## src/rtl/reactive_obstacle_speed_control_top_defines.svh

```systemverilog
// Assertion macros for the reactive obstacle speed control block
`ifndef REACTIVE_OBSTACLE_SPEED_CONTROL_TOP_DEFINES_SVH
`define REACTIVE_OBSTACLE_SPEED_CONTROL_TOP_DEFINES_SVH

// Check a consequence in the same cycle as its cause
`define ROSC_ASSERT_IMPL(lbl, ante, cons, msg) \
    lbl: assert property (@(posedge clk) disable iff (!rst_n) (ante) |-> (cons)) \
        else $error(msg);

// Check a consequence in the cycle after its cause
`define ROSC_ASSERT_NEXT(lbl, ante, cons, msg) \
    lbl: assert property (@(posedge clk) disable iff (!rst_n) (ante) |=> (cons)) \
        else $error(msg);

`endif

```

## src/rtl/rosc_pkg.sv

```systemverilog
// Shared types, widths and constants of the obstacle speed controller
package rosc_pkg;

    // Field widths
    localparam int MODE_W   = 2;
    localparam int RANGE_W  = 16;
    localparam int ANGLE_W  = 13;
    localparam int SPEED_W  = 16;
    localparam int LIMIT_W  = 15;
    localparam int COUNT_W  = 16;

    // Configuration port
    localparam int NUM_REGS = 7;
    localparam int APB_DW   = 32;
    localparam int ADDR_W   = $clog2(NUM_REGS * 4);

    // Datapath widths
    localparam int DEN_W     = RANGE_W + 1;
    localparam int ERR_W     = ANGLE_W + 1;
    localparam int MUL_A_W   = 2 * RANGE_W + 2;
    localparam int MUL_B_W   = RANGE_W + 1;
    localparam int ACC_W     = MUL_A_W + MUL_B_W;
    localparam int QSHIFT    = 8;
    localparam int DIV_STEPS = SPEED_W;
    localparam int DIV_W     = RANGE_W + DIV_STEPS;
    localparam int CNT_W     = $clog2(DIV_STEPS);

    // pi/2 + 0.01 rad in mrad, and the round-toward-zero bias for a Q8.8 product
    localparam int HALF_PI_MRAD = 1581;
    localparam int TURN_BIAS    = (1 << QSHIFT) - 1;

    localparam logic signed [SPEED_W-1:0] SPEED_HI = {1'b0, {(SPEED_W-1){1'b1}}};
    localparam logic signed [SPEED_W-1:0] SPEED_LO = {1'b1, {(SPEED_W-1){1'b0}}};

    typedef enum logic [MODE_W-1:0] {
        MODE_FRAME = 2'd0,
        MODE_SIDE  = 2'd1,
        MODE_FRONT = 2'd2,
        MODE_CMD   = 2'd3
    } mode_t;

    typedef enum logic [2:0] {
        REG_SIDE_RANGE   = 3'd0,
        REG_FRONT_RANGE  = 3'd1,
        REG_DANGER_RANGE = 3'd2,
        REG_MIN_DISTANCE = 3'd3,
        REG_GAIN_TURN    = 3'd4,
        REG_GAIN_FORWARD = 3'd5,
        REG_OUTPUT_LIMIT = 3'd6
    } reg_idx_t;

    typedef enum logic {
        ALU_MUL,
        ALU_SUB
    } alu_op_t;

    typedef struct packed {
        logic [RANGE_W-1:0] side_range;
        logic [RANGE_W-1:0] frontal_range;
        logic [RANGE_W-1:0] frontal_danger_range;
        logic [RANGE_W-1:0] min_distance;
        logic [RANGE_W-1:0] gain_turn;
        logic [RANGE_W-1:0] gain_forward;
        logic [LIMIT_W-1:0] output_limit;
    } cfg_t;

    localparam cfg_t CFG_RESET = '{
        side_range:           16'd1000,
        frontal_range:        16'd2700,
        frontal_danger_range: 16'd2000,
        min_distance:         16'd300,
        gain_turn:            16'd512,
        gain_forward:         16'd256,
        output_limit:         15'd2000
    };

    typedef struct packed {
        logic signed [ANGLE_W-1:0] angle_at_min;
        logic                      left_lt_right;
        logic                      side_danger;
        logic [RANGE_W-1:0]        front_min;
        logic                      front_danger;
    } trk_t;

    typedef struct packed {
        alu_op_t                   op;
        logic signed [MUL_A_W-1:0] mul_a;
        logic signed [MUL_B_W-1:0] mul_b;
        logic [ACC_W-1:0]          sub_x;
        logic [ACC_W-1:0]          sub_y;
    } alu_req_t;

    typedef struct packed {
        logic [ACC_W-1:0] res;
        logic             ge;
    } alu_rsp_t;

endpackage

```

## src/rtl/rosc_if.sv

```systemverilog
// Handshake interfaces for input words and result words

interface rosc_item_if import rosc_pkg::*; ();
    logic                      valid;
    logic                      ready;
    logic [MODE_W-1:0]         mode;
    logic [RANGE_W-1:0]        object_range;
    logic signed [ANGLE_W-1:0] object_angle;
    logic signed [SPEED_W-1:0] forward_command;
    logic signed [SPEED_W-1:0] turn_command;

    modport source (
        output valid, mode, object_range, object_angle, forward_command, turn_command,
        input  ready
    );
    modport sink (
        input  valid, mode, object_range, object_angle, forward_command, turn_command,
        output ready
    );
endinterface

interface rosc_result_if import rosc_pkg::*; ();
    logic                      valid;
    logic                      ready;
    logic signed [SPEED_W-1:0] forward_speed;
    logic signed [SPEED_W-1:0] turn_rate;
    logic                      side_alarm;
    logic                      front_alarm;

    modport source (
        output valid, forward_speed, turn_rate, side_alarm, front_alarm,
        input  ready
    );
    modport sink (
        input  valid, forward_speed, turn_rate, side_alarm, front_alarm,
        output ready
    );
endinterface

```

## src/rtl/rosc_cfg.sv

```systemverilog
// APB configuration register bank
module rosc_cfg import rosc_pkg::*; (
    input  logic              clk,
    input  logic              rst_n,
    input  logic              psel,
    input  logic              penable,
    input  logic              pwrite,
    input  logic [ADDR_W-1:0] paddr,
    input  logic [APB_DW-1:0] pwdata,
    output logic [APB_DW-1:0] prdata,
    output logic              pready,
    output cfg_t              cfg
);

    cfg_t     cfg_reg;
    reg_idx_t idx;
    logic     wr_en;

    assign idx    = reg_idx_t'(paddr[ADDR_W-1:2]);
    assign wr_en  = psel & penable & pwrite;
    assign pready = 1'b1;
    assign cfg    = cfg_reg;

    // Write the addressed register on the access cycle
    always_ff @(posedge clk or negedge rst_n)
    begin
        if (!rst_n)
        begin
            cfg_reg <= CFG_RESET;
        end
        else if (wr_en)
        begin
            unique case (idx)
                REG_SIDE_RANGE:   cfg_reg.side_range           <= pwdata[RANGE_W-1:0];
                REG_FRONT_RANGE:  cfg_reg.frontal_range        <= pwdata[RANGE_W-1:0];
                REG_DANGER_RANGE: cfg_reg.frontal_danger_range <= pwdata[RANGE_W-1:0];
                REG_MIN_DISTANCE: cfg_reg.min_distance         <= pwdata[RANGE_W-1:0];
                REG_GAIN_TURN:    cfg_reg.gain_turn            <= pwdata[RANGE_W-1:0];
                REG_GAIN_FORWARD: cfg_reg.gain_forward         <= pwdata[RANGE_W-1:0];
                REG_OUTPUT_LIMIT: cfg_reg.output_limit         <= pwdata[LIMIT_W-1:0];
                default:          ;
            endcase
        end
    end

    // Read back the addressed register
    always_comb
    begin
        unique case (idx)
            REG_SIDE_RANGE:   prdata = APB_DW'(cfg_reg.side_range);
            REG_FRONT_RANGE:  prdata = APB_DW'(cfg_reg.frontal_range);
            REG_DANGER_RANGE: prdata = APB_DW'(cfg_reg.frontal_danger_range);
            REG_MIN_DISTANCE: prdata = APB_DW'(cfg_reg.min_distance);
            REG_GAIN_TURN:    prdata = APB_DW'(cfg_reg.gain_turn);
            REG_GAIN_FORWARD: prdata = APB_DW'(cfg_reg.gain_forward);
            REG_OUTPUT_LIMIT: prdata = APB_DW'(cfg_reg.output_limit);
            default:          prdata = '0;
        endcase
    end

endmodule

```

## src/rtl/rosc_track.sv

```systemverilog
// Per-frame obstacle tracking: running minima, counts and danger flags
module rosc_track import rosc_pkg::*; (
    input  logic                      clk,
    input  logic                      rst_n,
    input  logic                      upd,
    input  logic [MODE_W-1:0]         mode,
    input  logic [RANGE_W-1:0]        object_range,
    input  logic signed [ANGLE_W-1:0] object_angle,
    input  cfg_t                      cfg,
    output trk_t                      trk
);

    logic [RANGE_W-1:0]        side_min_reg;
    logic [RANGE_W-1:0]        front_min_reg;
    logic signed [ANGLE_W-1:0] angle_reg;
    logic [COUNT_W-1:0]        right_cnt_reg;
    logic [COUNT_W-1:0]        left_cnt_reg;
    logic                      side_danger_reg;
    logic                      front_danger_reg;

    // Update the frame state on every accepted object or frame word
    always_ff @(posedge clk or negedge rst_n)
    begin
        if (!rst_n)
        begin
            side_min_reg     <= CFG_RESET.side_range;
            front_min_reg    <= CFG_RESET.frontal_range;
            angle_reg        <= '0;
            right_cnt_reg    <= '0;
            left_cnt_reg     <= '0;
            side_danger_reg  <= 1'b0;
            front_danger_reg <= 1'b0;
        end
        else if (upd)
        begin
            unique case (mode_t'(mode))
                MODE_FRAME:
                begin
                    side_min_reg     <= cfg.side_range;
                    front_min_reg    <= cfg.frontal_range;
                    angle_reg        <= '0;
                    right_cnt_reg    <= '0;
                    left_cnt_reg     <= '0;
                    side_danger_reg  <= 1'b0;
                    front_danger_reg <= 1'b0;
                end
                MODE_SIDE:
                begin
                    if (object_range < cfg.side_range)
                    begin
                        side_danger_reg <= 1'b1;
                    end
                    // Take a new minimum and count its side, saturating
                    if (object_range < side_min_reg)
                    begin
                        side_min_reg <= object_range;
                        angle_reg    <= object_angle;
                        if (object_angle <= $signed(ANGLE_W'(0)))
                        begin
                            if (right_cnt_reg != '1)
                            begin
                                right_cnt_reg <= right_cnt_reg + COUNT_W'(1);
                            end
                        end
                        else if (left_cnt_reg != '1)
                        begin
                            left_cnt_reg <= left_cnt_reg + COUNT_W'(1);
                        end
                    end
                end
                MODE_FRONT:
                begin
                    if (object_range < cfg.frontal_danger_range)
                    begin
                        front_danger_reg <= 1'b1;
                    end
                    if (object_range < front_min_reg)
                    begin
                        front_min_reg <= object_range;
                    end
                end
                MODE_CMD: ;
            endcase
        end
    end

    assign trk.angle_at_min  = angle_reg;
    assign trk.left_lt_right = left_cnt_reg < right_cnt_reg;
    assign trk.side_danger   = side_danger_reg;
    assign trk.front_min     = front_min_reg;
    assign trk.front_danger  = front_danger_reg;

endmodule

```

## src/rtl/rosc_alu.sv

```systemverilog
// Shared arithmetic unit: one signed multiplier and one wide compare-subtract
module rosc_alu import rosc_pkg::*; (
    input  alu_req_t req,
    output alu_rsp_t rsp
);

    logic signed [ACC_W-1:0] prod;
    logic [ACC_W-1:0]        diff;
    logic                    borrow;

    assign prod             = req.mul_a * req.mul_b;
    assign {borrow, diff}   = {1'b0, req.sub_x} - {1'b0, req.sub_y};

    // Select the unit result for the current step
    always_comb
    begin
        case (req.op)
            ALU_MUL: rsp.res = prod;
            default: rsp.res = diff;
        endcase
        rsp.ge = ~borrow;
    end

endmodule

```

## src/rtl/reactive_obstacle_speed_control_top.sv

```systemverilog
// Object and frame words leave the sequencer idle, so the block stays ready for the next word.
// A command word with no danger goes straight to the final step, which registers its result word
// once the result register is free; side danger adds the turn multiply and rounding, and frontal
// danger adds the forward multiplies, the sign fold, a range check and the 16-step restoring divide.
// Reset is asynchronous, active low: registers take their defaults, the minima
// start at the default ranges, and the held speeds start at zero.
`include "reactive_obstacle_speed_control_top_defines.svh"

module reactive_obstacle_speed_control_top import rosc_pkg::*; (
    input  logic              clk,
    input  logic              rst_n,
    rosc_item_if.sink         item,
    rosc_result_if.source     result,
    input  logic              psel,
    input  logic              penable,
    input  logic              pwrite,
    input  logic [ADDR_W-1:0] paddr,
    input  logic [APB_DW-1:0] pwdata,
    output logic [APB_DW-1:0] prdata,
    output logic              pready
);

    typedef enum logic [3:0] {
        S_IDLE,
        S_TMUL,
        S_TFIN,
        S_FMUL1,
        S_FMUL2,
        S_FABS,
        S_FCHK,
        S_FDIV,
        S_FSAT,
        S_DONE
    } state_t;

    localparam logic [DIV_STEPS-1:0] QPOS_MAX = DIV_STEPS'(2 ** (SPEED_W - 1) - 1);
    localparam logic [DIV_STEPS-1:0] QNEG_MAX = DIV_STEPS'(2 ** (SPEED_W - 1));

    cfg_t     cfg;
    trk_t     trk;
    alu_req_t alu_req;
    alu_rsp_t alu_rsp;

    state_t                    state_reg;
    logic signed [SPEED_W-1:0] fcmd_reg;
    logic signed [SPEED_W-1:0] fwd_reg;
    logic signed [SPEED_W-1:0] turn_reg;
    logic signed [SPEED_W-1:0] last_fwd_reg;
    logic signed [SPEED_W-1:0] last_turn_reg;
    logic [ACC_W-1:0]          acc_reg;
    logic                      neg_reg;
    logic [DIV_W-1:0]          rem_reg;
    logic [DIV_W-1:0]          dsh_reg;
    logic [DIV_STEPS-1:0]      quo_reg;
    logic [CNT_W-1:0]          cnt_reg;
    logic                      res_valid_reg;
    logic signed [SPEED_W-1:0] res_fwd_reg;
    logic signed [SPEED_W-1:0] res_turn_reg;
    logic                      res_side_reg;
    logic                      res_front_reg;

    logic                      item_acc;
    logic                      res_load;
    logic                      obj_acc;
    logic                      out_in_limit;
    logic [ANGLE_W-1:0]        ang_abs;
    logic signed [ERR_W-1:0]   turn_err;
    logic signed [MUL_B_W-1:0] turn_b;
    logic signed [DEN_W-1:0]   den;
    logic signed [DEN_W-1:0]   num;
    logic [RANGE_W-1:0]        den_abs;
    logic signed [SPEED_W-1:0] limit_top;
    logic [DIV_W:0]            dsh_x2;
    logic signed [SPEED_W-1:0] fwd_clamped;
    logic signed [SPEED_W-1:0] turn_clamped;

    // Clamp at the upper output limit
    function automatic logic signed [SPEED_W-1:0] clamp_top(
        input logic signed [SPEED_W-1:0] v,
        input logic signed [SPEED_W-1:0] lim
    );
        return (v > lim) ? lim : v;
    endfunction

    // Saturate a wide signed value into the speed field
    function automatic logic signed [SPEED_W-1:0] sat_speed(
        input logic signed [ACC_W-1:0] v
    );
        logic signed [SPEED_W-1:0] r;
        if (v > ACC_W'(SPEED_HI))
            r = SPEED_HI;
        else if (v < ACC_W'(SPEED_LO))
            r = SPEED_LO;
        else
            r = v[SPEED_W-1:0];
        return r;
    endfunction

    // Apply the sign to a quotient magnitude and saturate
    function automatic logic signed [SPEED_W-1:0] div_sat(
        input logic [DIV_STEPS-1:0] q,
        input logic                 neg
    );
        logic signed [DIV_STEPS:0] qn;
        logic signed [SPEED_W-1:0] r;
        qn = -$signed({1'b0, q});
        if (neg)
            r = (q > QNEG_MAX) ? SPEED_LO : qn[SPEED_W-1:0];
        else
            r = (q > QPOS_MAX) ? SPEED_HI : q[SPEED_W-1:0];
        return r;
    endfunction

    rosc_cfg u_cfg (
        .clk     (clk),
        .rst_n   (rst_n),
        .psel    (psel),
        .penable (penable),
        .pwrite  (pwrite),
        .paddr   (paddr),
        .pwdata  (pwdata),
        .prdata  (prdata),
        .pready  (pready),
        .cfg     (cfg)
    );

    rosc_track u_track (
        .clk          (clk),
        .rst_n        (rst_n),
        .upd          (item_acc),
        .mode         (item.mode),
        .object_range (item.object_range),
        .object_angle (item.object_angle),
        .cfg          (cfg),
        .trk          (trk)
    );

    rosc_alu u_alu (
        .req (alu_req),
        .rsp (alu_rsp)
    );

    assign item.ready = (state_reg == S_IDLE);
    assign item_acc   = item.valid & item.ready;
    assign res_load   = (state_reg == S_DONE) && (!res_valid_reg || result.ready);

    // Steering error from the angle of the nearest side object
    assign ang_abs  = trk.angle_at_min[ANGLE_W-1] ? $unsigned(-trk.angle_at_min)
                                                  : $unsigned(trk.angle_at_min);
    assign turn_err = $signed(ERR_W'(HALF_PI_MRAD)) - $signed({1'b0, ang_abs});
    assign turn_b   = trk.left_lt_right ? MUL_B_W'(turn_err) : MUL_B_W'(-turn_err);

    // Frontal scaling terms
    assign den     = $signed({1'b0, cfg.frontal_range}) - $signed({1'b0, cfg.min_distance});
    assign num     = $signed({1'b0, trk.front_min}) - $signed({1'b0, cfg.min_distance});
    assign den_abs = den[DEN_W-1] ? RANGE_W'(-den) : den[RANGE_W-1:0];

    assign limit_top    = $signed(SPEED_W'(cfg.output_limit));
    assign dsh_x2       = {dsh_reg, 1'b0};
    assign fwd_clamped  = clamp_top(fwd_reg, limit_top);
    assign turn_clamped = clamp_top(turn_reg, limit_top);

    // Drive the shared unit for the current step
    always_comb
    begin
        alu_req    = '0;
        alu_req.op = ALU_SUB;
        unique case (state_reg)
            S_TMUL:
            begin
                alu_req.op    = ALU_MUL;
                alu_req.mul_a = $signed(MUL_A_W'(cfg.gain_turn));
                alu_req.mul_b = turn_b;
            end
            S_TFIN:
            begin
                alu_req.sub_x = acc_reg;
                alu_req.sub_y = acc_reg[ACC_W-1] ? ACC_W'(-TURN_BIAS) : '0;
            end
            S_FMUL1:
            begin
                alu_req.op    = ALU_MUL;
                alu_req.mul_a = MUL_A_W'(num);
                alu_req.mul_b = $signed(MUL_B_W'(cfg.gain_forward));
            end
            S_FMUL2:
            begin
                alu_req.op    = ALU_MUL;
                alu_req.mul_a = $signed(acc_reg[MUL_A_W-1:0]);
                alu_req.mul_b = MUL_B_W'(fcmd_reg);
            end
            S_FABS:
            begin
                alu_req.sub_x = '0;
                alu_req.sub_y = acc_reg;
            end
            S_FCHK:
            begin
                alu_req.sub_x = ACC_W'(acc_reg[ACC_W-1:QSHIFT]);
                alu_req.sub_y = ACC_W'(dsh_x2);
            end
            S_FDIV:
            begin
                alu_req.sub_x = ACC_W'(rem_reg);
                alu_req.sub_y = ACC_W'(dsh_reg);
            end
            default: ;
        endcase
    end

    // Sequence the command word and hold the result register
    always_ff @(posedge clk or negedge rst_n)
    begin
        if (!rst_n)
        begin
            state_reg     <= S_IDLE;
            fcmd_reg      <= '0;
            fwd_reg       <= '0;
            turn_reg      <= '0;
            last_fwd_reg  <= '0;
            last_turn_reg <= '0;
            acc_reg       <= '0;
            neg_reg       <= 1'b0;
            rem_reg       <= '0;
            dsh_reg       <= '0;
            quo_reg       <= '0;
            cnt_reg       <= '0;
            res_valid_reg <= 1'b0;
            res_fwd_reg   <= '0;
            res_turn_reg  <= '0;
            res_side_reg  <= 1'b0;
            res_front_reg <= 1'b0;
        end
        else
        begin
            // Load a new result word from the final step, else drop it once taken
            if (res_load)
            begin
                res_valid_reg <= 1'b1;
            end
            else if (result.ready)
            begin
                res_valid_reg <= 1'b0;
            end

            unique case (state_reg)
                S_IDLE:
                begin
                    if (item_acc && (item.mode == MODE_CMD))
                    begin
                        fcmd_reg <= item.forward_command;
                        if (!trk.side_danger && !trk.front_danger)
                        begin
                            fwd_reg   <= item.forward_command;
                            turn_reg  <= item.turn_command;
                            state_reg <= S_DONE;
                        end
                        else
                        begin
                            fwd_reg   <= last_fwd_reg;
                            turn_reg  <= last_turn_reg;
                            state_reg <= trk.side_danger ? S_TMUL : S_FMUL1;
                        end
                    end
                end
                S_TMUL:
                begin
                    acc_reg   <= alu_rsp.res;
                    state_reg <= S_TFIN;
                end
                S_TFIN:
                begin
                    turn_reg  <= sat_speed($signed(alu_rsp.res) >>> QSHIFT);
                    state_reg <= trk.front_danger ? S_FMUL1 : S_DONE;
                end
                S_FMUL1:
                begin
                    if (den == '0)
                    begin
                        fwd_reg   <= '0;
                        state_reg <= S_DONE;
                    end
                    else
                    begin
                        acc_reg   <= alu_rsp.res;
                        neg_reg   <= den[DEN_W-1];
                        dsh_reg   <= DIV_W'(den_abs) << (DIV_STEPS - 1);
                        state_reg <= S_FMUL2;
                    end
                end
                S_FMUL2:
                begin
                    acc_reg   <= alu_rsp.res;
                    state_reg <= S_FABS;
                end
                S_FABS:
                begin
                    // Fold the product sign into the quotient sign, keep the magnitude
                    neg_reg <= neg_reg ^ acc_reg[ACC_W-1];
                    if (acc_reg[ACC_W-1])
                    begin
                        acc_reg <= alu_rsp.res;
                    end
                    state_reg <= S_FCHK;
                end
                S_FCHK:
                begin
                    // Quotient of 2^16 or more saturates without dividing
                    if (alu_rsp.ge)
                    begin
                        quo_reg   <= '1;
                        state_reg <= S_FSAT;
                    end
                    else
                    begin
                        rem_reg   <= acc_reg[QSHIFT +: DIV_W];
                        cnt_reg   <= '0;
                        state_reg <= S_FDIV;
                    end
                end
                S_FDIV:
                begin
                    if (alu_rsp.ge)
                    begin
                        rem_reg <= alu_rsp.res[DIV_W-1:0];
                    end
                    quo_reg <= {quo_reg[DIV_STEPS-2:0], alu_rsp.ge};
                    dsh_reg <= dsh_reg >> 1;
                    cnt_reg <= cnt_reg + CNT_W'(1);
                    if (cnt_reg == CNT_W'(DIV_STEPS - 1))
                    begin
                        state_reg <= S_FSAT;
                    end
                end
                S_FSAT:
                begin
                    fwd_reg   <= div_sat(quo_reg, neg_reg);
                    state_reg <= S_DONE;
                end
                S_DONE:
                begin
                    // Load the result word once the register is free
                    if (res_load)
                    begin
                        res_fwd_reg   <= fwd_clamped;
                        res_turn_reg  <= turn_clamped;
                        res_side_reg  <= trk.side_danger;
                        res_front_reg <= trk.front_danger;
                        last_fwd_reg  <= fwd_clamped;
                        last_turn_reg <= turn_clamped;
                        state_reg     <= S_IDLE;
                    end
                end
                default:
                begin
                    state_reg <= S_IDLE;
                end
            endcase
        end
    end

    assign result.valid         = res_valid_reg;
    assign result.forward_speed = res_fwd_reg;
    assign result.turn_rate     = res_turn_reg;
    assign result.side_alarm    = res_side_reg;
    assign result.front_alarm   = res_front_reg;

    assign obj_acc      = item_acc && (item.mode != MODE_CMD);
    assign out_in_limit = (result.forward_speed <= limit_top) && (result.turn_rate <= limit_top);

    // Object and frame words never start the sequencer
    `ROSC_ASSERT_NEXT(a_obj_idle, obj_acc, state_reg == S_IDLE, "object word left idle")
    // Both outputs respect the upper limit
    `ROSC_ASSERT_IMPL(a_output_limit, result.valid, out_in_limit, "result word above output limit")
    // A new result word comes only out of the final step
    `ROSC_ASSERT_NEXT(a_load_done, !result.valid && !res_load, !result.valid, "stray result word")
    // The partial remainder stays below twice the shifted divisor
    `ROSC_ASSERT_IMPL(a_div_rem, state_reg == S_FDIV, rem_reg < dsh_x2, "remainder out of range")

endmodule
```

## src/flat_wrapper.sv

```systemverilog
// flat-port wrapper written by rule: the top's interface ports become plain ports
module reactive_obstacle_speed_control_top_flat import rosc_pkg::*;
  (clk, rst_n, psel, penable, pwrite, paddr, pwdata, prdata, pready, item_valid, item_mode, item_object_range, item_object_angle, item_forward_command, item_turn_command, item_ready, result_valid, result_forward_speed, result_turn_rate, result_side_alarm, result_front_alarm, result_ready);
  rosc_item_if item_i ();
  rosc_result_if result_i ();
  input  logic clk;
  input  logic rst_n;
  input  logic psel;
  input  logic penable;
  input  logic pwrite;
  input  logic [ADDR_W-1:0] paddr;
  input  logic [APB_DW-1:0] pwdata;
  output logic [APB_DW-1:0] prdata;
  output logic pready;
  input wire logic [$bits(item_i.valid)-1:0] item_valid;
  input wire logic [$bits(item_i.mode)-1:0] item_mode;
  input wire logic [$bits(item_i.object_range)-1:0] item_object_range;
  input wire logic [$bits(item_i.object_angle)-1:0] item_object_angle;
  input wire logic [$bits(item_i.forward_command)-1:0] item_forward_command;
  input wire logic [$bits(item_i.turn_command)-1:0] item_turn_command;
  output wire logic [$bits(item_i.ready)-1:0] item_ready;
  output wire logic [$bits(result_i.valid)-1:0] result_valid;
  output wire logic [$bits(result_i.forward_speed)-1:0] result_forward_speed;
  output wire logic [$bits(result_i.turn_rate)-1:0] result_turn_rate;
  output wire logic [$bits(result_i.side_alarm)-1:0] result_side_alarm;
  output wire logic [$bits(result_i.front_alarm)-1:0] result_front_alarm;
  input wire logic [$bits(result_i.ready)-1:0] result_ready;
  assign item_i.valid = item_valid;
  assign item_i.mode = item_mode;
  assign item_i.object_range = item_object_range;
  assign item_i.object_angle = item_object_angle;
  assign item_i.forward_command = item_forward_command;
  assign item_i.turn_command = item_turn_command;
  assign item_ready = item_i.ready;
  assign result_valid = result_i.valid;
  assign result_forward_speed = result_i.forward_speed;
  assign result_turn_rate = result_i.turn_rate;
  assign result_side_alarm = result_i.side_alarm;
  assign result_front_alarm = result_i.front_alarm;
  assign result_i.ready = result_ready;
  reactive_obstacle_speed_control_top u_core (.clk(clk), .rst_n(rst_n), .item(item_i), .result(result_i), .psel(psel), .penable(penable), .pwrite(pwrite), .paddr(paddr), .pwdata(pwdata), .prdata(prdata), .pready(pready));
endmodule
```

## config.mk

```make
export PLATFORM = sky130hd
export DESIGN_NAME = reactive_obstacle_speed_control_top_flat
export DESIGN_NICKNAME = d
export VERILOG_FILES = /design/src/rtl/rosc_pkg.sv /design/src/rtl/rosc_if.sv /design/src/rtl/rosc_cfg.sv /design/src/rtl/rosc_track.sv /design/src/rtl/rosc_alu.sv /design/src/rtl/reactive_obstacle_speed_control_top.sv /design/src/flat_wrapper.sv
export VERILOG_INCLUDE_DIRS = /design/src /design/src/rtl
export SDC_FILE = /design/constraint.sdc
export NUM_CORES = 2
export LEC_CHECK = 0
export ABC_AREA = 0
export BUFFER_PORTS_ARGS = -buffer_cell sky130_fd_sc_hd__buf_2
export CORE_AREA = 2 2 318 320
export CTS_CLUSTER_DIAMETER = 100
export DETAILED_ROUTE_END_ITERATION = 12
export DIE_AREA = 0 0 320 322
export GPL_TIMING_DRIVEN = 0
export MAX_ROUTING_LAYER = met4
export PLACE_DENSITY = 0.66
export SKIP_CTS_REPAIR_TIMING = 1
export SLEW_MARGIN = 10
export SYNTH_ARGS = -nofsm -noshare
export SYNTH_HDL_FRONTEND = slang
export SYNTH_SLANG_ARGS = --single-unit
```

## constraint.sdc

```tcl
create_clock -name clk -period 31.4 [get_ports clk]
set_clock_uncertainty 0.15 [all_clocks]
set_input_delay 3.14 -clock clk [delete_from_list [all_inputs] [get_ports clk]]
set_output_delay 3.14 -clock clk [all_outputs]
set_load 0.02 [all_outputs]
```

==> reports/results.tsv <==
metric	value	unit
slowest stage delay, CP	1.15	ns
status	finished, final reports clean	
Hold Vio Cnt, Final	0	
synthesized area	49590	um2
Setup crit start	u_core.u_track.right_cnt_reg[1]	
Root Driver	clkbuf_16	
Ys Warns	0	
first-pass GRT wire length	274100	um
Buf+Inv Stages, Crit Path	9	
chip width	320	um
Area growth syn-to-layout	8.925	%
Routed Antenna Nets	0	
Slew headroom	4.025	%
FMAX	66.80	MHz
Initial Utilization	49.80	%
flop and latch count out of synthesis	412	
die area	103000	um2
CP Capture Type	flip-flop	
via count	44681	
fill cell count	9465	
Primary FF master, synth	dfrtp_1	
GR Util All Layers	36.61	%
slew at the pin with the worst max-slew slack	1.440	ns
slowest CP cell	a21oi_1	
Final nets	6960	
IO Pins	176	
Hold Path Depth	2	
top cells by area, synth	fa_1, dfrtp_1, ha_1, nand2_1, inv_1	
hpwl dp	150700	um
critical path depth in cells	41	
arrival time at the worst endpoint	15.40	ns
Critical Path RT	31.83	ns
Post-synth ARST share	100.0	%
area of the core	99570	um2
initial antenna violation count	3	
Worst Hold Class	flip-flop to flip-flop	
Mean Syn Cell Area	8.601	um2
TNS Setup	0	ns
post-synth top area cell	fa_1	
worst r2r dst	u_core.turn_reg[10]	
CTS Sinks	412	
clock tree buffer depth	3	
Reg2Reg Setup Slack	16.43	ns
critical path class	flip-flop to flip-flop	
Detailed Route Iter0 Violations	4793	
Sequential Area	10360	um2
max reg flops	111	
crit path to	u_core.turn_reg[10]	
minimum clock period	14.97	ns
multi-input logic area	35400	um2
RSZ-0062 raised after global routing	no	
drt wl/cell	25.11	um
drt pass-1 iters	9	
most common cell in the synthesized netlist	nand2_1	
fin crit share	47.68	%
Crit path max-delay family	compound AO/OA/AOI/OAI gates	
Netlist cell types	89	
Clock Latency Late Sink	0.65	ns
Yosys top cell area share	22.37	%
Die H	322	um
critical path's most frequent cell	fa_1	
sequential element share of the synthesized area	20.89	%
number of buffers created by CTS	49	
Clock transition at path regs	0.06	ns
Port-buffer cells	140	
Post-synth EDFFs	0	
Post-Route WL	183900	um
CTS H-Tree Depth	2	
Reg-to-Reg Start	u_core.u_track.right_cnt_reg[1]	
R2R depth	41	
Residual DRC	0	
layout cells sized above 1	8.452	%
Max-Cap Viols	0	
number of global-route vias before repair	43410	
routability cong.	1.058	
crit path launch type	flip-flop	
CTS tree	built	
pin count of the biggest net entering global routing	107	
Mapped Cells	5765	
worst-path maximum fanout	10	
Slew Limit Fails	0	
number of vias per cell	6.100	
Cell Rows	116	
remaining global-route overflow	0	
synth cell count leaders	nand2_1, inv_1, nor2_1	
# setup viols final	0	
[layout make-up]
class,instances,area share (%)
flip-flops and latches,412,19.18
clock inverters,24,0.7390
multi-input cells,4340,65.53
inverters,697,4.844
clock buffers,66,2.555
plain buffers,331,2.472
well taps,1298,3.007
diodes,5,0.02316
repair buffers,152,1.647
[kinds of logic after synthesis]
family	Yosys count	synth area share, %
compound gates	1233	15.75
flops	412	20.89
other cells	2	0.01514
fa+ha+maj	871	30.36
xor+xnor	177	3.126
simple gates	1740	15.26
buf+inv	1028	7.968
mux	302	6.623
[placed cells by master, fill, tap and decap left out, types with 22 or more instances in the layout]
cell | netlist | final
a21oi_1 | 359 | 357
nor3_1 | 57 | 54
and2_1 | 41 | 41
a22oi_1 | 34 | 34
nand2_1 | 739 | 739
dfstp_2 | 40 | 40
ha_1 | 316 | 316
mux2_2 | 139 | 139
xor2_1 | 64 | 64
o22ai_1 | 22 | 22
fa_1 | 554 | 554
a221oi_1 | 32 | 30
and3_1 | 31 | 31
clkbuf_16 | 0 | 49
nand2b_1 | 45 | 45
clkbuf_1 | 278 | 286
dfrtp_1 | 372 | 372
nand3_1 | 72 | 72
nand4_1 | 48 | 48
nor2_1 | 566 | 566
xnor2_1 | 113 | 113
or3_1 | 34 | 34
mux2i_1 | 156 | 156
o21a_1 | 42 | 42
a21o_1 | 102 | 102
a211oi_1 | 35 | 35
o21ai_0 | 324 | 321
buf_2 | 16 | 156
a31oi_1 | 29 | 29
o211ai_1 | 39 | 39
inv_1 | 695 | 695
nor2b_1 | 27 | 27
[per-stage QoR]
step / setup WS (ns) / cells / util, % / area (um2) / hold WS (ns)
3_3_place_gp: 16.81 / 7218 / 52.20 / 51970 / 0.3099
4_1_cts: 16.86 / 7320 / 54.21 / 53970 / 0.3336
5_1_grt: 16.05 / 7323 / 54.24 / 54010 / 0.3525
2_1_floorplan: 20.24 / 5780 / - / 49640 / 0.2996
6_report: 16.43 / 7325 / 54.25 / 54010 / 0.3290
3_5_place_dp: 16.87 / 7230 / 52.42 / 52190 / 0.3210
[worst register-to-register path, delay by kind of cell, from the launching register on]
kind,cells,cell delay (ns)
multiplexers,1,0.24
adder cells (fa/ha/maj),8,3.64
XOR/XNOR,2,0.92
flip-flops,1,0.37
buffers and inverters,9,2.17
AND/OR/NAND/NOR,8,3.02
AO/OA/AOI/OAI,13,4.41
[worst min path at each step]
stage | startpoint | end | slack [ns]
floorplan | u_core.rem_reg[0] | u_core.rem_reg[0] | 0.30
global placement | u_core.rem_reg[12] | u_core.rem_reg[12] | 0.31
detailed placement | u_core.rem_reg[16] | u_core.rem_reg[16] | 0.32
CTS | u_core.rem_reg[16] | u_core.rem_reg[16] | 0.33
global route | u_core.rem_reg[0] | u_core.rem_reg[0] | 0.35
finish | u_core.u_track.side_min_reg[5] | u_core.u_track.side_min_reg[5] | 0.33
[per-layer routing]
layer  up-vias  global-route usage (%)  wire length [um]
met3       482                   6.476             17780
met2      2374                   55.23             81610
met1     22193                   47.70             73160
li1      19632                       -                 -
met5         -                       -                 0
met4         0                   18.10             11380
Power is not shown: default switching activity piles up to over one toggle a cycle in this logic, so the estimate is an artifact.
